**src/rtl/key_click_classifier_core_defines.svh**
```systemverilog
// Assertion helpers shared by the key qualifier RTL.
// Both expect i_clk and i_rst_n in the scope where they are used.
`ifndef KEY_CLICK_CLASSIFIER_CORE_DEFINES_SVH
`define KEY_CLICK_CLASSIFIER_CORE_DEFINES_SVH

// Checked only while out of reset
`define KCC_ASSERT(label, prop) \
    label: assert property (@(posedge i_clk) disable iff (!i_rst_n) prop) \
        else $error("kcc: check failed");

// Checked at every edge, reset included
`define KCC_ASSERT_ALWAYS(label, prop) \
    label: assert property (@(posedge i_clk) prop) \
        else $error("kcc: check failed");

`endif

```
**src/rtl/kcc_pkg.sv**
```systemverilog
`timescale 1ns / 1ps
package kcc_pkg;

    localparam int DEF_NUM_KEYS = 4;
    localparam int CNT_W        = 16;
    localparam int LEVEL_W      = 4;
    localparam int KEY_ID_W     = 2;
    localparam int KEY_SPAN     = 1 << KEY_ID_W;
    localparam int PADDR_W      = 4;
    localparam int PDATA_W      = 32;

    localparam logic [CNT_W-1:0] DEF_DEBOUNCE = 16'd3;
    localparam logic [CNT_W-1:0] DEF_LONG     = 16'd150;
    localparam logic [CNT_W-1:0] DEF_WINDOW   = 16'd50;
    localparam logic             DEF_ACTIVE   = 1'b0;

    typedef enum logic {
        CMD_TICK = 1'b0,
        CMD_READ = 1'b1
    } t_cmd;

    typedef enum logic [1:0] {
        EV_NONE   = 2'd0,
        EV_SHORT  = 2'd1,
        EV_LONG   = 2'd2,
        EV_DOUBLE = 2'd3
    } t_event;

    typedef enum logic [1:0] {
        REG_DEBOUNCE = 2'd0,
        REG_LONG     = 2'd1,
        REG_WINDOW   = 2'd2,
        REG_ACTIVE   = 2'd3
    } t_reg_idx;

    typedef struct packed {
        logic [CNT_W-1:0] deb_thr;
        logic [CNT_W-1:0] long_thr;
        logic [CNT_W-1:0] win_thr;
        logic             active_level;
    } t_cfg;

    typedef struct packed {
        logic tick;
        logic pressed;
        logic clear;
    } t_lane_ctl;

    function automatic logic [CNT_W-1:0] bump(input logic [CNT_W-1:0] c);
        return (c == {CNT_W{1'b1}}) ? c : c + CNT_W'(1);
    endfunction

endpackage

```
**src/rtl/kcc_if.sv**
```systemverilog
`timescale 1ns / 1ps
interface kcc_in_if
    import kcc_pkg::*;
();
    logic                valid;
    logic                ready;
    logic                cmd;
    logic [LEVEL_W-1:0]  key_levels;
    logic [KEY_ID_W-1:0] key_id;

    modport source (output valid, cmd, key_levels, key_id, input ready);
    modport sink   (input valid, cmd, key_levels, key_id, output ready);
endinterface

interface kcc_out_if
    import kcc_pkg::*;
();
    logic       valid;
    logic       ready;
    logic [1:0] event_code;

    modport source (output valid, event_code, input ready);
    modport sink   (input valid, event_code, output ready);
endinterface

```
**src/rtl/kcc_lane.sv**
```systemverilog
`timescale 1ns / 1ps
`include "key_click_classifier_core_defines.svh"
module kcc_lane
    import kcc_pkg::*;
(
    input  logic      i_clk,
    input  logic      i_rst_n,
    input  t_cfg      i_cfg,
    input  t_lane_ctl i_ctl,
    output t_event    o_pend
);

    typedef enum logic [2:0] {
        PH_IDLE  = 3'd0,
        PH_DEB1  = 3'd1,
        PH_HELD  = 3'd2,
        PH_LONG  = 3'd3,
        PH_WAIT  = 3'd4,
        PH_DEB2  = 3'd5,
        PH_HELD2 = 3'd6
    } t_phase;

    t_phase           r_phase, n_phase;
    logic [CNT_W-1:0] r_deb, n_deb;
    logic [CNT_W-1:0] r_hold, n_hold;
    logic [CNT_W-1:0] r_win, n_win;
    t_event           r_pend, n_pend;

    logic [CNT_W-1:0] deb_inc, hold_inc, win_inc;

    assign deb_inc  = bump(r_deb);
    assign hold_inc = bump(r_hold);
    assign win_inc  = bump(r_win);

    always_comb begin
        n_phase = r_phase;
        n_deb   = r_deb;
        n_hold  = r_hold;
        n_win   = r_win;
        n_pend  = r_pend;
        if (i_ctl.clear) begin
            n_pend = EV_NONE;
        end else if (i_ctl.tick) begin
            unique case (r_phase)
                PH_IDLE: begin
                    if (i_ctl.pressed) begin
                        n_deb   = CNT_W'(1);
                        n_phase = PH_DEB1;
                    end
                end
                PH_DEB1: begin
                    if (i_ctl.pressed) begin
                        n_deb = deb_inc;
                        if (deb_inc >= i_cfg.deb_thr) begin
                            n_hold  = '0;
                            n_phase = PH_HELD;
                        end
                    end else begin
                        n_phase = PH_IDLE;
                    end
                end
                PH_HELD: begin
                    if (!i_ctl.pressed) begin
                        n_win   = '0;
                        n_phase = PH_WAIT;
                    end else begin
                        n_hold = hold_inc;
                        if (hold_inc >= i_cfg.long_thr) begin
                            n_pend  = EV_LONG;
                            n_phase = PH_LONG;
                        end
                    end
                end
                PH_LONG, PH_HELD2: begin
                    if (!i_ctl.pressed) n_phase = PH_IDLE;
                end
                PH_WAIT: begin
                    if (i_ctl.pressed) begin
                        n_deb   = CNT_W'(1);
                        n_phase = PH_DEB2;
                    end else begin
                        n_win = win_inc;
                        if (win_inc >= i_cfg.win_thr) begin
                            n_pend  = EV_SHORT;
                            n_phase = PH_IDLE;
                        end
                    end
                end
                PH_DEB2: begin
                    if (i_ctl.pressed) begin
                        n_deb = deb_inc;
                        if (deb_inc >= i_cfg.deb_thr) begin
                            n_pend  = EV_DOUBLE;
                            n_phase = PH_HELD2;
                        end
                    end else begin
                        n_pend  = EV_SHORT;
                        n_phase = PH_IDLE;
                    end
                end
                default: n_phase = PH_IDLE;
            endcase
        end
    end

    always_ff @(posedge i_clk) begin
        if (!i_rst_n) begin
            r_phase <= PH_IDLE;
            r_deb   <= '0;
            r_hold  <= '0;
            r_win   <= '0;
            r_pend  <= EV_NONE;
        end else begin
            r_phase <= n_phase;
            r_deb   <= n_deb;
            r_hold  <= n_hold;
            r_win   <= n_win;
            r_pend  <= n_pend;
        end
    end

    assign o_pend = r_pend;

    // a double click can only be confirmed out of the second debounce
    `KCC_ASSERT(a_double_from_deb2,
        (r_pend == EV_DOUBLE && $past(r_pend) != EV_DOUBLE) |-> ($past(r_phase) == PH_DEB2))
    `KCC_ASSERT(a_clear_empties, i_ctl.clear |=> (r_pend == EV_NONE))

endmodule

```
**src/rtl/kcc_merge.sv**
```systemverilog
`timescale 1ns / 1ps
`include "key_click_classifier_core_defines.svh"
module kcc_merge
    import kcc_pkg::*;
#(
    parameter int NUM_KEYS = DEF_NUM_KEYS
) (
    input  logic                i_clk,
    input  logic                i_rst_n,
    input  logic                i_push,
    input  logic [KEY_ID_W-1:0] i_key_id,
    input  t_event              i_pend [NUM_KEYS],
    output logic                o_ready,
    kcc_out_if.source           o_out
);

    logic [1:0] r_cnt, n_cnt;
    t_event     r_q0, n_q0;
    t_event     r_q1, n_q1;
    t_event     sel_code;
    logic       pop;

    // keys beyond the key count answer none
    always_comb begin
        sel_code = EV_NONE;
        for (int k = 0; k < NUM_KEYS; k++) begin
            if (k < KEY_SPAN && i_key_id == KEY_ID_W'(k)) sel_code = i_pend[k];
        end
    end

    assign pop = (r_cnt != 2'd0) && o_out.ready;

    // two-word queue: head drives the output, second slot soaks up a stall
    always_comb begin
        n_cnt = r_cnt;
        n_q0  = r_q0;
        n_q1  = r_q1;
        unique case ({i_push, pop})
            2'b10: begin
                if (r_cnt == 2'd0) n_q0 = sel_code;
                else n_q1 = sel_code;
                n_cnt = r_cnt + 2'd1;
            end
            2'b01: begin
                n_q0  = r_q1;
                n_cnt = r_cnt - 2'd1;
            end
            2'b11: begin
                if (r_cnt == 2'd1) begin
                    n_q0 = sel_code;
                end else begin
                    n_q0 = r_q1;
                    n_q1 = sel_code;
                end
            end
            default: ;
        endcase
    end

    always_ff @(posedge i_clk) begin
        if (!i_rst_n) begin
            r_cnt <= 2'd0;
        end else begin
            r_cnt <= n_cnt;
        end
        r_q0 <= n_q0;
        r_q1 <= n_q1;
    end

    assign o_ready          = (r_cnt != 2'd2);
    assign o_out.valid      = (r_cnt != 2'd0);
    assign o_out.event_code = r_q0;

    `KCC_ASSERT_ALWAYS(a_cnt_bound, !i_rst_n || r_cnt != 2'd3)
    `KCC_ASSERT(a_push_empty,
        (r_cnt == 2'd0 && i_push) |=> (r_cnt == 2'd1 && r_q0 == $past(sel_code)))

endmodule

```
**src/rtl/key_click_classifier_core.sv**
```systemverilog
`timescale 1ns / 1ps
// A read word that is accepted has its event word registered into the output queue.
// Throughput: one word per cycle while ready is high; each key has its own lane, so a tick updates all at once.
// Ready drops only while two event words wait at the output queue.
// Reset (synchronous, active low): all keys idle, counts zero, no events pending,
// registers back to 3 / 150 / 50 / active low.
`include "key_click_classifier_core_defines.svh"
module key_click_classifier_core
    import kcc_pkg::*;
#(
    parameter int NUM_KEYS = DEF_NUM_KEYS
) (
    input  logic               i_clk,
    input  logic               i_rst_n,
    kcc_in_if.sink             i_in,
    kcc_out_if.source          o_out,
    input  logic               psel,
    input  logic               penable,
    input  logic               pwrite,
    input  logic [PADDR_W-1:0] paddr,
    input  logic [PDATA_W-1:0] pwdata,
    output logic [PDATA_W-1:0] prdata,
    output logic               pready
);

    t_cfg       r_cfg;
    t_reg_idx   reg_sel;
    logic       cfg_wr;
    logic       in_acc;
    logic       tick_acc;
    logic       rd_acc;
    t_event     pend [NUM_KEYS];

    assign reg_sel = t_reg_idx'(paddr[3:2]);
    assign cfg_wr  = psel && penable && pwrite;
    assign pready  = 1'b1;

    always_ff @(posedge i_clk) begin
        if (!i_rst_n) begin
            r_cfg.deb_thr      <= DEF_DEBOUNCE;
            r_cfg.long_thr     <= DEF_LONG;
            r_cfg.win_thr      <= DEF_WINDOW;
            r_cfg.active_level <= DEF_ACTIVE;
        end else if (cfg_wr) begin
            unique case (reg_sel)
                REG_DEBOUNCE: r_cfg.deb_thr      <= pwdata[CNT_W-1:0];
                REG_LONG:     r_cfg.long_thr     <= pwdata[CNT_W-1:0];
                REG_WINDOW:   r_cfg.win_thr      <= pwdata[CNT_W-1:0];
                REG_ACTIVE:   r_cfg.active_level <= pwdata[0];
            endcase
        end
    end

    always_comb begin
        unique case (reg_sel)
            REG_DEBOUNCE: prdata = PDATA_W'(r_cfg.deb_thr);
            REG_LONG:     prdata = PDATA_W'(r_cfg.long_thr);
            REG_WINDOW:   prdata = PDATA_W'(r_cfg.win_thr);
            REG_ACTIVE:   prdata = PDATA_W'(r_cfg.active_level);
        endcase
    end

    assign in_acc   = i_in.valid && i_in.ready;
    assign tick_acc = in_acc && (i_in.cmd == CMD_TICK);
    assign rd_acc   = in_acc && (i_in.cmd == CMD_READ);

    for (genvar k = 0; k < NUM_KEYS; k++) begin : g_lane
        t_lane_ctl ctl;

        assign ctl.tick = tick_acc;
        // keys without a pin bit see level 0
        if (k < LEVEL_W) begin : g_pin
            assign ctl.pressed = (i_in.key_levels[k] == r_cfg.active_level);
        end else begin : g_nopin
            assign ctl.pressed = (r_cfg.active_level == 1'b0);
        end
        if (k < KEY_SPAN) begin : g_sel
            assign ctl.clear = rd_acc && (i_in.key_id == KEY_ID_W'(k));
        end else begin : g_nosel
            assign ctl.clear = 1'b0;
        end

        kcc_lane u_lane (
            .i_clk   (i_clk),
            .i_rst_n (i_rst_n),
            .i_cfg   (r_cfg),
            .i_ctl   (ctl),
            .o_pend  (pend[k])
        );
    end

    kcc_merge #(
        .NUM_KEYS (NUM_KEYS)
    ) u_merge (
        .i_clk    (i_clk),
        .i_rst_n  (i_rst_n),
        .i_push   (rd_acc),
        .i_key_id (i_in.key_id),
        .i_pend   (pend),
        .o_ready  (i_in.ready),
        .o_out    (o_out)
    );

    `KCC_ASSERT(a_active_write,
        (cfg_wr && reg_sel == REG_ACTIVE) |=> (r_cfg.active_level == $past(pwdata[0])))

endmodule
```
**src/flat_wrapper.sv**
```systemverilog
// flat-port wrapper written by rule: the top's interface ports become plain ports
module key_click_classifier_core_flat import kcc_pkg::*;
#(
    parameter int NUM_KEYS = DEF_NUM_KEYS
)
  (i_clk, i_rst_n, psel, penable, pwrite, paddr, pwdata, prdata, pready, i_in_valid, i_in_cmd, i_in_key_levels, i_in_key_id, i_in_ready, o_out_valid, o_out_event_code, o_out_ready);
  kcc_in_if i_in_i ();
  kcc_out_if o_out_i ();
  input  logic i_clk;
  input  logic i_rst_n;
  input  logic psel;
  input  logic penable;
  input  logic pwrite;
  input  logic [PADDR_W-1:0] paddr;
  input  logic [PDATA_W-1:0] pwdata;
  output logic [PDATA_W-1:0] prdata;
  output logic pready;
  input wire logic [$bits(i_in_i.valid)-1:0] i_in_valid;
  input wire logic [$bits(i_in_i.cmd)-1:0] i_in_cmd;
  input wire logic [$bits(i_in_i.key_levels)-1:0] i_in_key_levels;
  input wire logic [$bits(i_in_i.key_id)-1:0] i_in_key_id;
  output wire logic [$bits(i_in_i.ready)-1:0] i_in_ready;
  output wire logic [$bits(o_out_i.valid)-1:0] o_out_valid;
  output wire logic [$bits(o_out_i.event_code)-1:0] o_out_event_code;
  input wire logic [$bits(o_out_i.ready)-1:0] o_out_ready;
  assign i_in_i.valid = i_in_valid;
  assign i_in_i.cmd = i_in_cmd;
  assign i_in_i.key_levels = i_in_key_levels;
  assign i_in_i.key_id = i_in_key_id;
  assign i_in_ready = i_in_i.ready;
  assign o_out_valid = o_out_i.valid;
  assign o_out_event_code = o_out_i.event_code;
  assign o_out_i.ready = o_out_ready;
  key_click_classifier_core #(.NUM_KEYS(NUM_KEYS)) u_core (.i_clk(i_clk), .i_rst_n(i_rst_n), .i_in(i_in_i), .o_out(o_out_i), .psel(psel), .penable(penable), .pwrite(pwrite), .paddr(paddr), .pwdata(pwdata), .prdata(prdata), .pready(pready));
endmodule
```
**config.mk**
```make
export PLATFORM = sky130hd
export DESIGN_NAME = key_click_classifier_core_flat
export DESIGN_NICKNAME = d
export VERILOG_FILES = /design/src/rtl/kcc_pkg.sv /design/src/rtl/kcc_if.sv /design/src/rtl/kcc_lane.sv /design/src/rtl/kcc_merge.sv /design/src/rtl/key_click_classifier_core.sv /design/src/flat_wrapper.sv
export VERILOG_INCLUDE_DIRS = /design/src /design/src/rtl
export SDC_FILE = /design/constraint.sdc
export NUM_CORES = 1
export LEC_CHECK = 0
export BUFFER_PORTS_ARGS = -buffer_cell sky130_fd_sc_hd__buf_4
export CAP_MARGIN = 40
export CORE_ASPECT_RATIO = 1.75
export CORE_MARGIN = 2
export CORE_UTILIZATION = 40
export DETAILED_ROUTE_END_ITERATION = 10
export GPL_TIMING_DRIVEN = 0
export SYNTH_ARGS = -nofsm -noshare
export SYNTH_HDL_FRONTEND = slang
export SYNTH_HIERARCHICAL = 1
export SYNTH_SLANG_ARGS = --single-unit
```
**constraint.sdc**
```tcl
create_clock -name i_clk -period 4.7 [get_ports i_clk]
set_input_delay 0.705 -clock i_clk [delete_from_list [all_inputs] [get_ports i_clk]]
set_output_delay 0.705 -clock i_clk [all_outputs]
set_load 0.02 [all_outputs]
```
After elaboration in Yosys (flattened, before gate mapping)
Index checks and enable logic that the tools add are counted.
Storage, ports and cells
  bits in latches: 0
  bits in read-only memories: 0
  bits in registers: 267
  word-level logic and storage cells: 388
  output and inout bits: 37
  memories kept: 0
  input bits: 50
  RAM bits: 0
Cells by class
  divide/modulo/power cells: 0
  $mul: 0
  equality and inequality tests: 114
  mux-type cells: 136
  shift-type cells: 0
  $add $sub $neg: 14
  reduce and logical (&&, ||, !) cells: 79
  bitwise operators: 6
  order comparisons: 12
Operators by type and width (number)
  16-bit 2-to-1 mux: 40
  16-bit case mux with 2 select lines: 12
  16-bit by 1-bit adder with 16-bit output, second input constant: 12
  16-bit == test, second input constant: 12
  16-bit greater-or-equal comparator: 12
  32-bit case mux with 4 select lines: 1
  3-bit 2-to-1 mux: 40
  2-bit != test, second input constant: 40
  3-bit case mux with 6 select lines: 4
  2-bit 2-to-1 mux: 32
  3-bit != test, second input constant: 16
  5-bit AND reduction: 8
  3-bit == test, second input constant: 12
  8-bit AND reduction: 4
  2-bit OR reduction: 16
  2-bit case mux with 3 select lines: 5
  2-bit nonzero test: 15
  7-bit AND reduction: 4
  3-bit by 2-bit == test with 1-bit output, second input constant: 8
  6-bit AND reduction: 4
  2-bit by 1-bit != test with 1-bit output, second input constant: 8
  3-bit nonzero test: 5
  2-bit == test, second input constant: 6
  3-bit by 1-bit == test with 1-bit output, second input constant: 4
  other kinds (11): 41

Depth between registers and ports, before layout
  word-level depth: 7
  mapped depth: 18

By module
The synthesis kept the hierarchy.
By module, submodules not included
  kcc_lane (u_core.g_lane[0].u_lane ...): area each 4404.2 um^2, cells an instance 575, instances 3
  kcc_lane (u_core.g_lane[1].u_lane): area each 4460.5 um^2, cells an instance 576, instances 1
  key_click_classifier_core: area each 2493.6 um^2, cells an instance 277, instances 1
  kcc_merge: area each 412.9 um^2, cells an instance 40, instances 1

Least setup slack after synthesis
No wires, ideal clock.
  path type: flip-flop to flip-flop
  start: register u_core.g_lane[0].u_lane.r_deb[0]
  end: register u_core.g_lane[0].u_lane.r_hold[5]
  library setup time: 0.117 ns
  setup slack: 1.063 ns
  period minus slack after synthesis: 3.637 ns
  arrival time: 3.520 ns
  cell stages (with the launch flop): 18
  cells stage by stage: dfxtp_1 -> ha_1 -> nand3_1 -> nor3_1 -> nor3b_1 -> buf_2 -> nor2_1 -> xor2_1 -> ha_1 -> o21a_1 -> nor2_1 -> o311ai_1 -> a21oi_2 -> o41a_1 -> buf_2 -> and2_1 -> buf_2 -> a32o_1
Between the ends
  cells in the longest elaborated chain, start to end: 5
  elaborated cells on any way between the ends: 6
  classes of those cells: 1 x add/sub; 1 x order compare; 2 x eq/ne; 1 x mux; 1 x reduce/logical
RTL lines
  from (decl): line kcc_lane.sv:24  | logic [CNT_W-1:0] r_deb, n_deb;
  from (signal assigned): line kcc_lane.sv:115  | r_deb <= n_deb;
  16-bit by 1-bit adder with 16-bit output / 16-bit == test (equally long branches): line kcc_pkg.sv:50  | return (c == {CNT_W{1'b1}}) ? c : c + CNT_W'(1);
  16-bit 2-to-1 mux (*): line kcc_pkg.sv:50
  16-bit greater-or-equal comparator (*): line kcc_lane.sv:54  | if (deb_inc >= i_cfg.deb_thr) begin
  2-bit != test (no source line) (*)
  6-bit AND reduction (no source line) (*)
  to (signal assigned): line kcc_lane.sv:116  | r_hold <= n_hold;
  to (decl): line kcc_lane.sv:25  | logic [CNT_W-1:0] r_hold, n_hold;
Mark *: on every way between the ends. The rest lies on a longest branch, timed or not.
A chain may end at the register's enable or synchronous reset.

Final worst setup path
  start: register u_core.g_lane[2].u_lane.r_deb[0]
  end: register u_core.g_lane[2].u_lane.r_hold[9]
Between the ends
  cells in the longest elaborated chain, start to end: 5
  elaborated cells on any way between the ends: 6
  classes of those cells: 1 x add/sub; 1 x order compare; 2 x eq/ne; 1 x mux; 1 x reduce/logical
RTL lines (line)
  from (decl): kcc_lane.sv:24
  from (signal assigned): kcc_lane.sv:115
  16-bit by 1-bit adder with 16-bit output / 16-bit == test (equally long branches): kcc_pkg.sv:50
  16-bit 2-to-1 mux (*): kcc_pkg.sv:50
  16-bit greater-or-equal comparator (*): kcc_lane.sv:54
  2-bit != test (no source line) (*)
  6-bit AND reduction (no source line) (*)
  to (signal assigned): kcc_lane.sv:116
  to (decl): kcc_lane.sv:25
Marked as above.

==> out/results.ini <==
[outcome]
run_status = finished clean

[worst_setup_path]
worst-path-buf-inv = 3
start_kind = register
r2r-start = u_core/g_lane[2].u_lane/r_deb[0]$_SDFFE_PN0P_
cp_top_family = compound AO/OA/AOI/OAI gates
crit_top_cell = buf_2
path_cells = ha_1 -> nand3_1 -> nor3_1 -> nor3b_2 -> buf_2 -> nor3_1 -> xor2_1 -> ha_1 -> nand4_1 -> o311ai_2 -> a21oi_4 -> o41a_1 -> buf_2 -> and2_1 -> buf_2 -> a32o_1
rrSetupSlack_ns = 0.35
critPathSlowestCell = dfxtp_1
arrival_ns = 4.81
reg2regPathDepth = 16
cp.required_ns = 5.16
critPathMaxFanout = 10
worstSetupPathType = reg -> reg
worstSetupPathDepth = 16
crit_start = u_core/g_lane[2].u_lane/r_deb[0]$_SDFFE_PN0P_
cp_slowest_stage_delay_ns = 0.47
cp-end-kind = register

[run]
cap_violations = 0

[power]
switching_share = 0.261
power_mw = 5.41
combPwrFrac = 0.102
p_leak_nw = 9.85
switching_power_mw = 1.41
p_int_mw = 4.00
seqPwrFrac = 0.432
clockPowerShare = 0.466
peakVddDrop_v = 0.000219
power_density_nw_per_um2 = 236

[placement]
place_ws_ns = 0.0951
gp_congestion = 0.899
dp_hpwl_um = 50700
io_buffers = 51
dp.cells = 3358

[synthesis]
synthSimpleGateAreaFrac = 0.237
syn_inst = 2618
synth_edf_count = 4
yosysSeqAreaShare = 0.262
ys_types = 91
synth_compound_area_frac = 0.200
synthMuxAreaShare = 0.0381
yosysTopAreaCell = dfxtp_1
syn_area_per_cell_um2 = 7.86
synth_top_family_by_area = simple AND/OR/NAND/NOR gates
syn_area_um2 = 20600
synth_top_area_frac = 0.256
synth_warnings = 6
synth_fa_ha_area_frac = 0.128
synth_flop_cell = dfxtp_1
synth-async-reset-ratio = 0
synth_area_leaders = dfxtp_1 (26%), ha_1 (13%), nand2_1 (5.9%)
synth_xor_area_frac = 0.0630
ys_ff_latch = 267

[timing]
fmax_mhz = 230
finalHoldViolCount = 0
period_minus_slack_ns = 4.35
clock_skew_ns = 0.0194
setup_tns_ns = 0
tightest_slew_ns = 0.823
min_period_over_period = 0.926
relSlewSlack = 0.452
setup_slack_ns = 0.350
timing.hold.ws_ns = 0.408
drv_slew = 0
rsz0062_at_grt = no
finalSetupViolations = 0

[detailed_routing]
viasPerCell = 5.72
vias = 19500
dr.pass1.iters = 5
ant_nets = 0
drt_wl_total_um = 65800
first_iter_violations = 1294
drc = 0
routedWlPerCell_um = 19.3

[final_layout]
final_cell_count_no_fill = 3411
layout_commonest_cell = nand2_1
drive_above_1_share = 0.0807
n_antenna_cell = 0
syn2layout_area_growth_pct = 11.5
nets = 2979
fillers = 5139
layout_common_cells = nand2_1 (324), dfxtp_1 (263), inv_1 (227), ha_1 (210), nor2_1 (167)

[grt]
grt_max_degree = 15
grt-ovfl-total = 0
grt_pass1_wl_um = 102000
first_global_vias = 18900
antenna_found_initial = 1
grtUsageTotal = 0.241

[cts]
insertion_delay_ns = 0.59
cts.sinks = 267
cts_tree = done
ctsRootBufferMaster = clkbuf_16
cts-htree-levels = 1
numCtsBuffers = 30
cts.path.max_buffers = 3
postCtsHoldBufs = 0
clk_pin_slew_ns = 0.07

[floorplanning]
initial_core_util = 0.402
die_w_um = 175
coreArea_um2 = 51200
die_y_um = 304
num_rows = 110
die_area_um2 = 53400
io_pins = 87

[worst_hold_path]
min_path_type = in -> reg
holdPathStages = 3
min-delay-start = pwdata[4]

==> tightest hold or removal path, cell delays in order <==
cell and delay [ns]:
buf_4 0.13, nand2_1 0.05, mux2i_1 0.06
==> synth_stat cells (12+ instances only) <==
| cell | count |
|---|---|
| xnor2_1 | 88 |
| buf_4 | 26 |
| a21o_1 | 36 |
| dfxtp_1 | 263 |
| clkbuf_1 | 62 |
| ha_1 | 210 |
| nor3_1 | 41 |
| nand3_1 | 96 |
| inv_1 | 227 |
| a31oi_1 | 32 |
| a22o_1 | 36 |
| and2_1 | 30 |
| nand2b_1 | 31 |
| or3_1 | 12 |
| o31ai_1 | 19 |
| nor4_1 | 15 |
| o21a_1 | 14 |
| a32o_1 | 35 |
| o21ai_0 | 148 |
| xor2_1 | 60 |
| buf_2 | 25 |
| a21boi_0 | 17 |
| o21ai_1 | 19 |
| a22oi_1 | 14 |
| a21oi_1 | 140 |
| mux2i_1 | 66 |
| nor2b_1 | 42 |
| nand4_1 | 64 |
| and3_1 | 47 |
| nor2_1 | 167 |
| nand2_1 | 324 |
==> through the flow <==
stage                     utilization  instance area [um^2]
after floorplan                     -                 20600
after global placement          0.427                 21900
after detailed placement        0.427                 21900
after CTS                       0.447                 22900
after global routing            0.448                 22900
final                           0.448                 22900
==> worst paths after layout <==
| kind | endpoint |
|---|---|
| worst max register to register | u_core/g_lane[2].u_lane/r_hold[9]$_SDFFE_PN0P_ |
| worst max-delay path | u_core/g_lane[2].u_lane/r_hold[9]$_SDFFE_PN0P_ |
| worst min register to register | u_core/g_lane[0].u_lane/r_deb[11]$_SDFFE_PN0P_ |
| worst min-delay path | u_core/r_cfg[37]$_SDFFE_PN0P_ |
==> registers in the layout, indices dropped and copies added, names as in the netlist <==
| signal | count |
|---|---|
| u_core/g_lane.u_lane/o_pend | 8 |
| u_core/g_lane.u_lane/r_deb | 64 |
| u_core/g_lane.u_lane/r_hold | 64 |
| u_core/g_lane.u_lane/r_phase | 12 |
| u_core/g_lane.u_lane/r_win | 64 |
| u_core/r_cfg | 49 |
| u_core/u_merge/o_out.event_code | 2 |
| u_core/u_merge/r_cnt | 2 |
| u_core/u_merge/r_q1 | 2 |
==> per-layer routing <==
metal	share of wire	global-route usage	up-vias
met4	0.059	0.127	2
met5	0.00027	0	-
met3	0.045	0.0280	159
li1	-	-	9483
met2	0.52	0.454	529
met1	0.38	0.258	9350
==> layout make-up <==
class	instances	area, um^2	area share
inverters	232	871	0.0379
plain buffers	120	624	0.0272
flip-flops and latches	267	5390	0.235
well taps	672	841	0.0366
clock buffers	42	868	0.0378
multi-input cells	2014	13800	0.601
repair buffers	54	409	0.0178
clock inverters	10	156	0.00682
==> repair_timing <==
| action | in CTS | in global routing |
|---|---|---|
| setup endpoints to repair | 0 | 24 |
| resized for setup | 0 | 6 |
| buffers inserted | 0 | 1 |
| endpoints found under the hold margin | 0 | 0 |
==> power groups by stage <==
stage | sequential, mW | combinational (mW) | clock (mW)
global route | 2.34 | 0.602 | 2.66
global placement | 2.39 | 0.532 | 0
CTS | 2.34 | 0.546 | 2.59
finish | 2.34 | 0.551 | 2.52
detailed placement | 2.39 | 0.544 | 0
floorplan | 2.38 | 0.353 | 0
==> logic make-up (layout without fill, tap and decap cells) <==
| family | Yosys count | in the layout |
|---|---|---|
| AND/OR/NAND/NOR | 953 | 953 |
| AO/OA/AOI/OAI | 612 | 612 |
| buffers and inverters | 352 | 458 |
| flip-flops | 267 | 267 |
| adder cells (fa/ha/maj) | 210 | 210 |
| XOR/XNOR | 148 | 148 |
| multiplexers | 74 | 74 |
| other | 2 | 17 |
Note: power is estimated with default switching activity, not from simulation.
